--- src/rtl/core/fsa_pkg.sv ---
// ----------------------------------------------------------------------------
// fsa_pkg
// Shared types, opcodes and constants for the stack alu block.
// ----------------------------------------------------------------------------
package fsa_pkg;

  localparam int DATA_DEPTH   = 64;
  localparam int RETURN_DEPTH = 64;
  localparam int DA_W  = $clog2(DATA_DEPTH);
  localparam int RA_W  = $clog2(RETURN_DEPTH);
  localparam int CNT_W = 7;
  localparam int DIV_CNT_W = 7;

  typedef enum logic [5:0] {
    OP_LIT = 6'd0, OP_DUP = 6'd1, OP_DROP = 6'd2, OP_OVER = 6'd3, OP_SWAP = 6'd4,
    OP_ROT = 6'd5, OP_PICK = 6'd6, OP_2DUP = 6'd7, OP_2DROP = 6'd8, OP_2OVER = 6'd9,
    OP_2SWAP = 6'd10, OP_ADD = 6'd11, OP_MUL = 6'd12, OP_SUB = 6'd13, OP_DIV = 6'd14,
    OP_MOD = 6'd15, OP_MULDIV = 6'd16, OP_DIVMOD = 6'd17, OP_MULDIVMOD = 6'd18,
    OP_AND = 6'd19, OP_OR = 6'd20, OP_XOR = 6'd21, OP_ABS = 6'd22, OP_NEG = 6'd23,
    OP_MAX = 6'd24, OP_MIN = 6'd25, OP_SHL = 6'd26, OP_SHR = 6'd27, OP_INC = 6'd28,
    OP_DEC = 6'd29, OP_ZEQ = 6'd30, OP_ZLT = 6'd31, OP_ZGT = 6'd32, OP_EQ = 6'd33,
    OP_GT = 6'd34, OP_LT = 6'd35, OP_NE = 6'd36, OP_GE = 6'd37, OP_LE = 6'd38,
    OP_TOR = 6'd39, OP_FROMR = 6'd40, OP_RFETCH = 6'd41
  } op_t;

  typedef enum logic [2:0] {
    ST_OK = 3'd0, ST_DATA_UNDER = 3'd1, ST_DATA_OVER = 3'd2, ST_DIV_ZERO = 3'd3,
    ST_RET_UNDER = 3'd4, ST_RET_OVER = 3'd5
  } status_t;

  typedef enum logic [3:0] {
    S_IDLE, S_RD, S_EXEC, S_MUL, S_DIVS, S_DIVW, S_WR, S_RDS, S_OUT
  } state_t;

  typedef struct packed {
    logic start;
    logic wide;
  } div_req_t;

  localparam logic [31:0] TRUE32 = 32'hFFFF_FFFF;

  // entries needed below the top register
  function automatic logic [1:0] need_of(input logic [5:0] k);
    logic [1:0] n;
    n = 2'd0;
    case (k) inside
      OP_DROP, OP_OVER, OP_SWAP, OP_2DUP, OP_ADD, OP_MUL, OP_SUB, OP_DIV, OP_MOD,
      OP_DIVMOD, OP_AND, OP_OR, OP_XOR, OP_MAX, OP_MIN, OP_EQ, OP_GT, OP_LT,
      OP_NE, OP_GE, OP_LE, OP_TOR: n = 2'd1;
      OP_ROT, OP_2DROP, OP_MULDIV, OP_MULDIVMOD: n = 2'd2;
      OP_2OVER, OP_2SWAP: n = 2'd3;
      default: n = 2'd0;
    endcase
    return n;
  endfunction

  // entries added to the data store
  function automatic logic [1:0] grow_of(input logic [5:0] k);
    logic [1:0] g;
    g = 2'd0;
    case (k) inside
      OP_LIT, OP_DUP, OP_OVER, OP_FROMR, OP_RFETCH: g = 2'd1;
      OP_2DUP, OP_2OVER: g = 2'd2;
      default: g = 2'd0;
    endcase
    return g;
  endfunction

  function automatic logic [31:0] mag32(input logic [31:0] a);
    return a[31] ? (32'd0 - a) : a;
  endfunction

endpackage

--- src/rtl/core/fsa_div.sv ---
// ----------------------------------------------------------------------------
// fsa_div
// Restoring unsigned divider, one quotient bit per cycle: 32 steps for a
// 32-bit dividend, 64 steps for a 64-bit one.
// ----------------------------------------------------------------------------
module fsa_div (
  input  logic              clk,
  input  logic              rst_n,
  input  fsa_pkg::div_req_t req,
  input  logic [63:0]       num,
  input  logic [31:0]       den,
  output logic              done,
  output logic [31:0]       quo,
  output logic [31:0]       rem
);

  logic                          busy_r;
  logic                          done_r;
  logic [fsa_pkg::DIV_CNT_W-1:0] cnt_r;
  logic [63:0]                   num_r;
  logic [31:0]                   den_r;
  logic [31:0]                   rem_r;
  logic [31:0]                   quo_r;
  logic [32:0]                   trial;
  logic [32:0]                   diff;
  logic                          fits;

  // one trial subtract per step
  assign trial = {rem_r, num_r[63]};
  assign diff  = trial - {1'b0, den_r};
  assign fits  = !diff[32];

  // step control
  always_ff @(posedge clk) begin
    if (!rst_n) begin
      busy_r <= 1'b0;
      done_r <= 1'b0;
      cnt_r  <= '0;
    end else begin
      done_r <= 1'b0;
      if (req.start) begin
        busy_r <= 1'b1;
        cnt_r  <= req.wide ? fsa_pkg::DIV_CNT_W'(64) : fsa_pkg::DIV_CNT_W'(32);
      end else if (busy_r) begin
        cnt_r <= cnt_r - 1'b1;
        if (cnt_r == fsa_pkg::DIV_CNT_W'(1)) begin
          busy_r <= 1'b0;
          done_r <= 1'b1;
        end
      end
    end
  end

  // shift datapath
  always_ff @(posedge clk) begin
    if (req.start) begin
      num_r <= req.wide ? num : {num[31:0], 32'd0};
      den_r <= den;
      rem_r <= '0;
      quo_r <= '0;
    end else if (busy_r) begin
      num_r <= {num_r[62:0], 1'b0};
      rem_r <= fits ? diff[31:0] : trial[31:0];
      quo_r <= {quo_r[30:0], fits};
    end
  end

  assign done = done_r;
  assign quo  = quo_r;
  assign rem  = rem_r;

endmodule

--- config.mk ---
export PLATFORM = sky130hd
export DESIGN_NAME = fsa_div
export DESIGN_NICKNAME = d
export VERILOG_FILES = /design/src/rtl/core/fsa_pkg.sv /design/src/rtl/core/fsa_div.sv
export SDC_FILE = /design/constraint.sdc
export NUM_CORES = 1
export LEC_CHECK = 0
export ABC_AREA = 1
export BUFFER_PORTS_ARGS = -buffer_cell sky130_fd_sc_hd__buf_2
export CAP_MARGIN = 5
export CORE_UTILIZATION = 55
export DETAILED_ROUTE_END_ITERATION = 8
export PLACE_DENSITY = 0.86
export RECOVER_POWER = 100
export SYNTH_ARGS = -nofsm -noshare
export SYNTH_HDL_FRONTEND = slang
export SYNTH_SLANG_ARGS = --single-unit
--- constraint.sdc ---
create_clock -name clk -period 4.6 [get_ports clk]
set_input_delay 0.69 -clock clk [delete_from_list [all_inputs] [get_ports clk]]
set_output_delay 0.69 -clock clk [all_outputs]
set_load 0.01 [all_outputs]
==> metrics.csv <==
stage,metric,value,unit
layout,finalNetCount,1543,
sta,fmax,295,MHz
layout,fill_cells,1494,
yosys,ys_seq_area_share,46.3,%
sta,max_slew_margin,-18.3,%
job,max_cap_viol_count,2,
yosys,netlist_instances,1259,
worst_setup_path,required,4.66,ns
sta,worst_pin_slew,1.77,ns
global_routing,grt_pass1_vias,8120,
yosys,mappedNetlistNets,1394,
global_routing,antenna_found_initial,1,
floorplan,fp.dieH,133,µm
sta,setup_violations,0,
worst_setup_path,r2r_start,num_r[63],
routing,drc,0,
place,pre_cts_slack,1.77,ns
clock_tree,clock-sinks,169,
yosys,synth_area,9390,µm²
power_and_ir_drop,p_comb_share,10.0,%
sta,fin_ws,1.21,ns
worst_setup_path,cp_slowest_cell,clkbuf_1,
worst_setup_path,crit_end,num_r[63],
sta,finalSetupTns,0,ns
power_and_ir_drop,ir_worst_vdd,259,µV
global_routing,overflow,0,
layout,syn_to_final_growth,15.2,%
yosys,syn_area_per_cell,7.46,µm²
yosys,synth_flop_cell,edfxtp_1,
clock_tree,clk_latency,0.43,ns
routing,wl,23.1,mm
yosys,async_reset_ff_share,0,%
clock_tree,cts_tree,yes,
sta,timing.final.crit_share,73.7,%
outcome,violations,"capacitance limit, slew limit",
sta,clock_skew,0.0163,ns
clock_tree,root_buffer,clkbuf_16,
routing,vias,8471,
layout,drive_above_1_share,10.1,%
power_and_ir_drop,switching_share,25.3,%
power_and_ir_drop,p_switching,0.896,mW
routing,drtIter0Drc,434,
worst_setup_path,path_depth,4,
routing,first_pass_iters,5,
worst_setup_path,cp_max_fo,48,
layout,final_core_util,65.0,%
floorplan,die_w,133,µm
place,portBuffers,164,
worst_setup_path,r2r_cells,17,
routing,avgViaCountPerCell,5.16,
global_routing,grt_usage,27.1,%
worst_setup_path,path_cells,"clkbuf_1, nor2_1, clkinv_2, clkbuf_2",
global_routing,grt_max_degree,65,
min_path,hold_path_class,in2reg,
place,place_congestion,0.939,
worst_setup_path,arrival,3.45,ns
power_and_ir_drop,pwr-share-clk,40.9,%
worst_setup_path,path_class,in2reg,
power_and_ir_drop,p_leak,5.36,nW
routing,drtAntennaViolNets,0,
place,dp_hpwl,16.7,mm
worst_setup_path,r2r_setup_slack,1.25,ns
clock_tree,clkSlewWorstSetupHoldPaths,0.06,ns
min_path,min-delay-start,den[1],
worst_setup_path,regToRegEndpoint,rem[25],
outcome,status,finished with violations,
floorplan,dieArea,17600,µm²
power_and_ir_drop,power.density,327,nW/µm²
worst_setup_path,cp_top_family,buffers and inverters,
power_and_ir_drop,seqPwrFrac,49.1,%
floorplan,io-pin-count,165,
yosys,synth_edf_count,96,
power_and_ir_drop,power,3.54,mW
worst_setup_path,slowest_delay,1.11,ns
clock_tree,cts_setup_buffers,0,
yosys,synthDistinctLibCells,37,
clock_tree,cts_resized,0,
sta,finalCriticalPeriod,3.39,ns
place,dpl_cell_area,10300,µm²
sta,slew_violations,69,
clock_tree,numCtsBuffers,17,
yosys,ys_seq_elements,169,
floorplan,core-area,16600,µm²
worst_setup_path,crit_buf_inv,3,
clock_tree,clock_path_buffers,2,
global_routing,grt_pass1_wl,37.9,mm
layout,finalInstanceArea,10800,µm²
floorplan,initial_core_util,56.4,%
yosys,ys_warn_count,0,
clock_tree,ctsHoldBuffers,0,
sta,rsz0062_at_grt,false,
worst_setup_path,startpoint,req[1],
power_and_ir_drop,internal_power,2.65,mW
sta,final-hold-violation-count,0,
routing,wl_per_cell,14.0,µm
worst_setup_path,crit_path_start_kind,input port,
clock_tree,htreeDepth,4,
worst_setup_path,crit_path_end_kind,flip-flop,
floorplan,fp-row-count,47,
-- area by class of cell --
cell class              count  area (µm²)  share of cell area (%)
flip-flops and latches    169        4340                    40.2
multi-input cells         808        3930                    36.4
inverters                 241         906                    8.37
repair buffers            171         771                    7.12
clock buffers              19         433                    4.00
well taps                 220         275                    2.54
clock inverters            13         154                    1.42
diodes                      1        2.50                  0.0231
-- registers in the layout, indices dropped and copies added, names as in the netlist --
| signal | flops |
|---|---|
| num_r | 64 |
| den_r | 32 |
| quo | 32 |
| rem | 32 |
| cnt_r | 7 |
| busy_r | 1 |
| done | 1 |
-- worst min-delay path by stage --
stage          slack, ns  cells after the start         to
4_1_cts             0.42                      1  den_r[28]
3_3_place_gp        0.44                      2    quo[31]
2_1_floorplan       0.46                      2   cnt_r[6]
5_1_grt             0.42                      1  den_r[28]
3_5_place_dp        0.46                      2    quo[31]
6_report            0.43                      1   den_r[1]
-- cell usage after synthesis, types with 3 or more instances --
cell        n  share of area (%)
nand4_1     5               0.33
nor2_1     48                1.9
nor3_1      8               0.43
edfxtp_1   96                 31
nand2_1   456                 18
buf_4       3               0.24
clkbuf_1   33                1.3
ha_1       34                4.5
a31oi_1     5               0.33
inv_1     239                9.6
xor2_1     15                1.4
dfxtp_1    73                 16
a21oi_1    24                1.3
o22ai_1    30                2.0
nand3_1    73                3.9
o21ai_0    38                2.0
nand3b_1    6               0.48
o211ai_1   33                2.6
nand2_2    10               0.67
and2_1      4               0.27
nor2_2      3               0.20
-- cell usage in the layout (no fill, tap or decap), drive strengths merged, types with 4 or more instances in the layout --
cell type  count
nor3           9
o211ai        33
xor2          15
clkbuf        91
inv          246
o21ai         38
nand2        466
nor2          51
buf           99
a31oi          5
clkinv         4
o22ai         30
edfxtp        96
and2           4
ha            34
dfxtp         73
a21oi         24
nand3         73
nand4          5
nand3b         6
-- logic make-up after synthesis --
family	synth area share [%]
XOR/XNOR	1.59
AND/OR/NAND/NOR	27.0
buffers and inverters	11.7
flip-flops	46.3
AO/OA/AOI/OAI	8.68
adder cells (fa/ha/maj)	4.75
-- per-layer routing --
layer | routed length (µm) | track usage (%)
met1 | 9790 | 33.2
met2 | 11200 | 46.5
met3 | 1420 | 5.06
met4 | 609 | 11.9
met5 | 0 | 0
-- per-stage QoR --
stage                     hold WS [ns]  instances
after floorplan                  0.461       1259
after global placement           0.435       1609
after detailed placement         0.455       1609
after CTS                        0.416       1641
after global routing             0.415       1641
final                            0.427       1642
-- power by group through the flow --
stage | Sequential [mW] | Clock, mW | Combinational (mW)
2_1_floorplan | 1.76 | 0 | 0.234
3_3_place_gp | 1.77 | 0 | 0.342
3_5_place_dp | 1.77 | 0 | 0.351
4_1_cts | 1.74 | 1.46 | 0.355
5_1_grt | 1.75 | 1.51 | 0.397
6_report | 1.74 | 1.45 | 0.354
No activity file was read; power rests on OpenSTA's default activity.
