**src/rtl/core/fsa_pkg.sv**
```systemverilog
// ----------------------------------------------------------------------------
// fsa_pkg
// Shared types, opcodes and constants for the stack alu block.
// ----------------------------------------------------------------------------
package fsa_pkg;

  localparam int DATA_DEPTH   = 64;
  localparam int RETURN_DEPTH = 64;
  localparam int DA_W  = $clog2(DATA_DEPTH);
  localparam int RA_W  = $clog2(RETURN_DEPTH);
  localparam int CNT_W = 7;
  localparam int DIV_CNT_W = 7;

  typedef enum logic [5:0] {
    OP_LIT = 6'd0, OP_DUP = 6'd1, OP_DROP = 6'd2, OP_OVER = 6'd3, OP_SWAP = 6'd4,
    OP_ROT = 6'd5, OP_PICK = 6'd6, OP_2DUP = 6'd7, OP_2DROP = 6'd8, OP_2OVER = 6'd9,
    OP_2SWAP = 6'd10, OP_ADD = 6'd11, OP_MUL = 6'd12, OP_SUB = 6'd13, OP_DIV = 6'd14,
    OP_MOD = 6'd15, OP_MULDIV = 6'd16, OP_DIVMOD = 6'd17, OP_MULDIVMOD = 6'd18,
    OP_AND = 6'd19, OP_OR = 6'd20, OP_XOR = 6'd21, OP_ABS = 6'd22, OP_NEG = 6'd23,
    OP_MAX = 6'd24, OP_MIN = 6'd25, OP_SHL = 6'd26, OP_SHR = 6'd27, OP_INC = 6'd28,
    OP_DEC = 6'd29, OP_ZEQ = 6'd30, OP_ZLT = 6'd31, OP_ZGT = 6'd32, OP_EQ = 6'd33,
    OP_GT = 6'd34, OP_LT = 6'd35, OP_NE = 6'd36, OP_GE = 6'd37, OP_LE = 6'd38,
    OP_TOR = 6'd39, OP_FROMR = 6'd40, OP_RFETCH = 6'd41
  } op_t;

  typedef enum logic [2:0] {
    ST_OK = 3'd0, ST_DATA_UNDER = 3'd1, ST_DATA_OVER = 3'd2, ST_DIV_ZERO = 3'd3,
    ST_RET_UNDER = 3'd4, ST_RET_OVER = 3'd5
  } status_t;

  typedef enum logic [3:0] {
    S_IDLE, S_RD, S_EXEC, S_MUL, S_DIVS, S_DIVW, S_WR, S_RDS, S_OUT
  } state_t;

  typedef struct packed {
    logic start;
    logic wide;
  } div_req_t;

  localparam logic [31:0] TRUE32 = 32'hFFFF_FFFF;

  // entries needed below the top register
  function automatic logic [1:0] need_of(input logic [5:0] k);
    logic [1:0] n;
    n = 2'd0;
    case (k) inside
      OP_DROP, OP_OVER, OP_SWAP, OP_2DUP, OP_ADD, OP_MUL, OP_SUB, OP_DIV, OP_MOD,
      OP_DIVMOD, OP_AND, OP_OR, OP_XOR, OP_MAX, OP_MIN, OP_EQ, OP_GT, OP_LT,
      OP_NE, OP_GE, OP_LE, OP_TOR: n = 2'd1;
      OP_ROT, OP_2DROP, OP_MULDIV, OP_MULDIVMOD: n = 2'd2;
      OP_2OVER, OP_2SWAP: n = 2'd3;
      default: n = 2'd0;
    endcase
    return n;
  endfunction

  // entries added to the data store
  function automatic logic [1:0] grow_of(input logic [5:0] k);
    logic [1:0] g;
    g = 2'd0;
    case (k) inside
      OP_LIT, OP_DUP, OP_OVER, OP_FROMR, OP_RFETCH: g = 2'd1;
      OP_2DUP, OP_2OVER: g = 2'd2;
      default: g = 2'd0;
    endcase
    return g;
  endfunction

  function automatic logic [31:0] mag32(input logic [31:0] a);
    return a[31] ? (32'd0 - a) : a;
  endfunction

endpackage

```
**src/rtl/core/fsa_alu.sv**
```systemverilog
// ----------------------------------------------------------------------------
// fsa_alu
// Combinational logic, add, shift and compare unit for ops other than mul/div.
// ----------------------------------------------------------------------------
module fsa_alu (
  input  logic [5:0]  kind,
  input  logic [31:0] n,
  input  logic [31:0] t,
  output logic [31:0] res
);

  logic lt_nt;
  logic lt_tn;

  assign lt_nt = $signed(n) < $signed(t);
  assign lt_tn = $signed(t) < $signed(n);

  // second op top, unary ops on top
  always_comb begin
    res = t;
    unique case (fsa_pkg::op_t'(kind))
      fsa_pkg::OP_ADD: res = n + t;
      fsa_pkg::OP_SUB: res = n - t;
      fsa_pkg::OP_AND: res = n & t;
      fsa_pkg::OP_OR:  res = n | t;
      fsa_pkg::OP_XOR: res = n ^ t;
      fsa_pkg::OP_ABS: res = fsa_pkg::mag32(t);
      fsa_pkg::OP_NEG: res = 32'd0 - t;
      fsa_pkg::OP_MAX: res = lt_nt ? t : n;
      fsa_pkg::OP_MIN: res = lt_tn ? t : n;
      fsa_pkg::OP_SHL: res = {t[30:0], 1'b0};
      fsa_pkg::OP_SHR: res = {t[31], t[31:1]};
      fsa_pkg::OP_INC: res = t + 32'd1;
      fsa_pkg::OP_DEC: res = t - 32'd1;
      fsa_pkg::OP_ZEQ: res = (t == 32'd0) ? fsa_pkg::TRUE32 : 32'd0;
      fsa_pkg::OP_ZLT: res = t[31] ? fsa_pkg::TRUE32 : 32'd0;
      fsa_pkg::OP_ZGT: res = ($signed(t) > 32'sd0) ? fsa_pkg::TRUE32 : 32'd0;
      fsa_pkg::OP_EQ:  res = (n == t) ? fsa_pkg::TRUE32 : 32'd0;
      fsa_pkg::OP_GT:  res = lt_tn ? fsa_pkg::TRUE32 : 32'd0;
      fsa_pkg::OP_LT:  res = lt_nt ? fsa_pkg::TRUE32 : 32'd0;
      fsa_pkg::OP_NE:  res = (n != t) ? fsa_pkg::TRUE32 : 32'd0;
      fsa_pkg::OP_GE:  res = !lt_nt ? fsa_pkg::TRUE32 : 32'd0;
      fsa_pkg::OP_LE:  res = !lt_tn ? fsa_pkg::TRUE32 : 32'd0;
      default: res = t;
    endcase
  end

endmodule

```
**config.mk**
```make
export PLATFORM = sky130hd
export DESIGN_NAME = fsa_alu
export DESIGN_NICKNAME = d
export VERILOG_FILES = /design/src/rtl/core/fsa_pkg.sv /design/src/rtl/core/fsa_alu.sv
export SDC_FILE = /design/constraint.sdc
export NUM_CORES = 1
export LEC_CHECK = 0
export BUFFER_PORTS_ARGS = -buffer_cell sky130_fd_sc_hd__buf_2
export CAP_MARGIN = 20
export CORE_MARGIN = 3
export CORE_UTILIZATION = 45
export DETAILED_ROUTE_END_ITERATION = 12
export MAX_ROUTING_LAYER = met4
export PLACE_DENSITY_LB_ADDON = 0.12
export SETUP_SLACK_MARGIN = 0.5
export SLEW_MARGIN = 30
export SYNTH_ARGS = -nofsm -noshare
export SYNTH_HDL_FRONTEND = slang
export SYNTH_SLANG_ARGS = --single-unit
```
**constraint.sdc**
```tcl
create_clock -name vclk -period 8.3
set_input_delay 0.83 -clock vclk [all_inputs]
set_output_delay 0.83 -clock vclk [all_outputs]
set_load 0.03 [all_outputs]
```
==> impl_summary.txt <==
----------------------------------------------------
[Logic synthesis]
  Cell types occupying the most area after synthesis ... sky130_fd_sc_hd__ha_1 23%, sky130_fd_sc_hd__xnor2_1 8.4%, sky130_fd_sc_hd__a21oi_1 5.9%
  Mapped cell area ... ~0.0087 sq mm
  Xor and xnor area share after synthesis ... 0.09698
  Post-Syn Nets ... 1494
  Post-synthesis share of cell area spent on full adders, half adders and majority gates ... 0.2384
  Gate count of the mapped netlist ... 1260
  Share of synthesized area spent on multiplexers ... 0.009525
  Synthesized area per cell ... between 6 and 7 sq um
  Synth Area in Simple Gates ... 0.2155
  Cell accounting for the most synthesized area ... sky130_fd_sc_hd__ha_1
  Share of the synthesized area in the top cell type ... 0.2338
  Library cells used by synthesis ... 81
  Dominant combinational cell family by area after synthesis ... compound AO/OA/AOI/OAI gates
  Sequential share of the synthesized area ... 0
  Count of synthesis-stage warnings from yosys ... 0
  Compound-Gate Fraction of Synth Area ... 0.3620

[Layout]
  Fraction of final layout cells with drive strength greater than 1 ... 0.1162
  Number of sequential storage elements ... 0
  Most used cells in the layout excluding fill and tap cells ... 162 x sky130_fd_sc_hd__ha_1, 103 x sky130_fd_sc_hd__a21oi_1, 102 x sky130_fd_sc_hd__buf_2
  Register Area ... 0 sq um
  Antenna Cells ... 0
  Design Area, Final ... approximately 0.0094 sq mm
  Fillcell total ... 1970
  Most frequent standard cell in the layout excluding fill and tap cells ... sky130_fd_sc_hd__ha_1
  Area delta synth->final ... 8.082%
  Number of clock buffer instances in the layout ... 0
  Total number of nets in the final design ... roughly 1.5k

[Placement]
  Placement Cell Area ... a little over 0.009 sq mm
  Number of I/O port buffers ... a little over 100
  Total half-perimeter wirelength after legalization and detailed placement ... approximately 27000 microns
  Worst Setup Slack post-DPL ... about 1.5 ns
  RePlAce Congestion ... 1.035

[GRT]
  Maximum number of pins on one net before global-route repair ... 32
  Number of global-route vias before repair ... just over 9k
  Initial antenna violation count ... 0
  Total global routing overflow ... 0
  Global-route usage over all layers ... 0.3349
  Global-route wire length before repair ... about 54000 microns

[Power and ir drop]
  Leakage power of the design ... just over 4 nW
  Pwr dens ... roughly 67 mW/mm^2
  Worst-case vdd ir drop ... between 0.00003 and 0.00004 V

[Drt]
  ANT nets after route ... 0
  Via density per instance ... 6.571
  TritonRoute pass-1 iters ... 6
  Drt wl/cell ... around 23 microns
  Drt first-iter violations ... approximately 1.2k
  Routed WL ... 35680 microns
  Number of vias in the routed layout ... 10.30k
  DRC violation count after routing ... 0

[Floorplanning]
  Num ports ... 102
  Starting density of the core ... 0.4604
  X dimension of the die ... 144.8 microns
  Vert. Die Dim ... roughly 140 microns
  Core Rows ... 50
  Core box area ... about 0.019 sq mm
  Die Footprint ... 0.02097 sq mm

[STA]
  Number of setup violations in the final report ... 0
  Max-slew violation count ... 0
  Final Hold Viols ... 0
  Max Fclk ... approximately 140 MHz
  Slack of the critical path ... approximately 1.4 ns
  Headroom to the max-slew limit ... 0.3185
  Setup repair after global routing missed its margin ... no
  Shortest period the worst path allows ... between 6 and 7 ns
  Transition at the pin with the smallest max-transition slack ... 1.020 ns
  Post-Route Setup TNS ... 0 ns
  Final period utilization ... 0.8344

[Critical path]
  Setup crit start ... kind[4]
  Critical Path End Type ... output port
  Critical path launch point type ... input pin
  Data required time of the worst path ... 7.47 ns
  Startpoint-to-endpoint class of the critical path ... input pin to output port
  CP Data Arrival Time ... just over 6 ns
  Largest driver fanout on the critical path ... 11

[Worst hold path]
  Startpoint of the worst hold path ... n[12]
  Min-delay worst type ... input pin to output port
  Count of cells along the worst hold path ... 4
  Endpoint, Worst Hold ... res[12]

[Outcome]
  Outcome ... finished clean

[Clocking]
  Cts hold-fix bufs ... 0
  Total of cells resized after clock tree synthesis ... 0
  Count of buffers added by post-CTS timing repair for setup ... 0

[Flow run]
  Number of violations of the max-capacitance limit ... 0

----------------------------------------------------
==> routing by layer <==
layer | global-route usage | vias up | wire length, microns
li1 | - | 4814 | -
met1 | 0.4640 | 4841 | 15340
met2 | 0.5201 | 561 | 15840
met3 | 0.02235 | 88 | 3129
met4 | 0.1060 | 0 | 1369
met5 | - | - | 0
==> kinds of logic after synthesis <==
| logic type | Yosys count |
|---|---|
| multiplexers | 7 |
| AND/OR/NAND/NOR | 379 |
| buffers and inverters | 169 |
| adder cells (fa/ha/maj) | 164 |
| AO/OA/AOI/OAI | 445 |
| XOR/XNOR | 96 |
==> per-stage QoR <==
stage          total power, mW  instances  hold slack [ns]  utilization
2_1_floorplan           0.4279       1260            1.917            -
3_3_place_gp            0.6153       1567            2.137       0.4960
3_5_place_dp            0.6138       1567            2.133       0.4966
4_1_cts                 0.6184       1567            2.137       0.4966
5_1_grt                 0.6829       1568            2.170       0.4976
6_report                0.6307       1568            2.147       0.4976
==> cell usage after synthesis, drive strengths merged (5+ instances only) <==
library cell / n
nor3: 34
a31oi: 12
a211oi: 15
a221oi: 42
o21ai: 79
clkbuf: 57
mux2i: 6
nor4: 18
xnor2: 83
a2111oi: 5
o211ai: 39
a21boi: 7
o31ai: 8
nand2b: 16
nand3: 39
o2111ai: 9
ha: 162
nor2: 99
nor2b: 21
or4: 7
nand2: 98
buf: 13
o21a: 9
and3: 7
or3: 10
a211o: 5
o21bai: 13
inv: 99
o221ai: 6
a222oi: 30
a21o: 24
xor2: 13
a21oi: 104
nand4: 14
o41ai: 5
and2: 5
==> critical path: stages <==
cell and delay, ns:
sky130_fd_sc_hd__buf_2 0.15, sky130_fd_sc_hd__nor2b_1 0.26, sky130_fd_sc_hd__nand3_1 0.20, sky130_fd_sc_hd__nor2_1 0.78
sky130_fd_sc_hd__buf_4 0.33, sky130_fd_sc_hd__o21ai_0 0.12, sky130_fd_sc_hd__ha_1 0.41, sky130_fd_sc_hd__a21oi_1 0.16
sky130_fd_sc_hd__o21ai_0 0.11, sky130_fd_sc_hd__a21o_1 0.21, sky130_fd_sc_hd__a221oi_1 0.68, sky130_fd_sc_hd__o211ai_1 0.31
sky130_fd_sc_hd__a311oi_1 0.44, sky130_fd_sc_hd__a21oi_1 0.24, sky130_fd_sc_hd__mux2i_1 0.18, sky130_fd_sc_hd__a41o_1 0.23
sky130_fd_sc_hd__a2bb2oi_1 0.20, sky130_fd_sc_hd__buf_2 0.23
==> cell type report <==
type                       count  area, sq um  area share
timing repair buffer         118        634.4     0.06770
tap                          260        325.3     0.03472
multi-input combinational   1091         8039      0.8579
inverter                      99        371.6     0.03966
==> worst max-delay path by stage <==
stage | endpoint | slack [ns] | depth (start not counted)
floorplan | res[31] | 2.24 | 19
global placement | res[31] | 1.58 | 20
global route | res[31] | 1.13 | 18
finish | res[31] | 1.37 | 18
CTS | res[31] | 1.46 | 18
detailed placement | res[31] | 1.49 | 20
==> power breakdown <==
group          total, mW  switching, mW  internal, mW
sequential             0              0             0
combinational      0.631          0.408         0.223
clock                  0              0             0
Note: power is estimated with default switching activity, not from simulation.
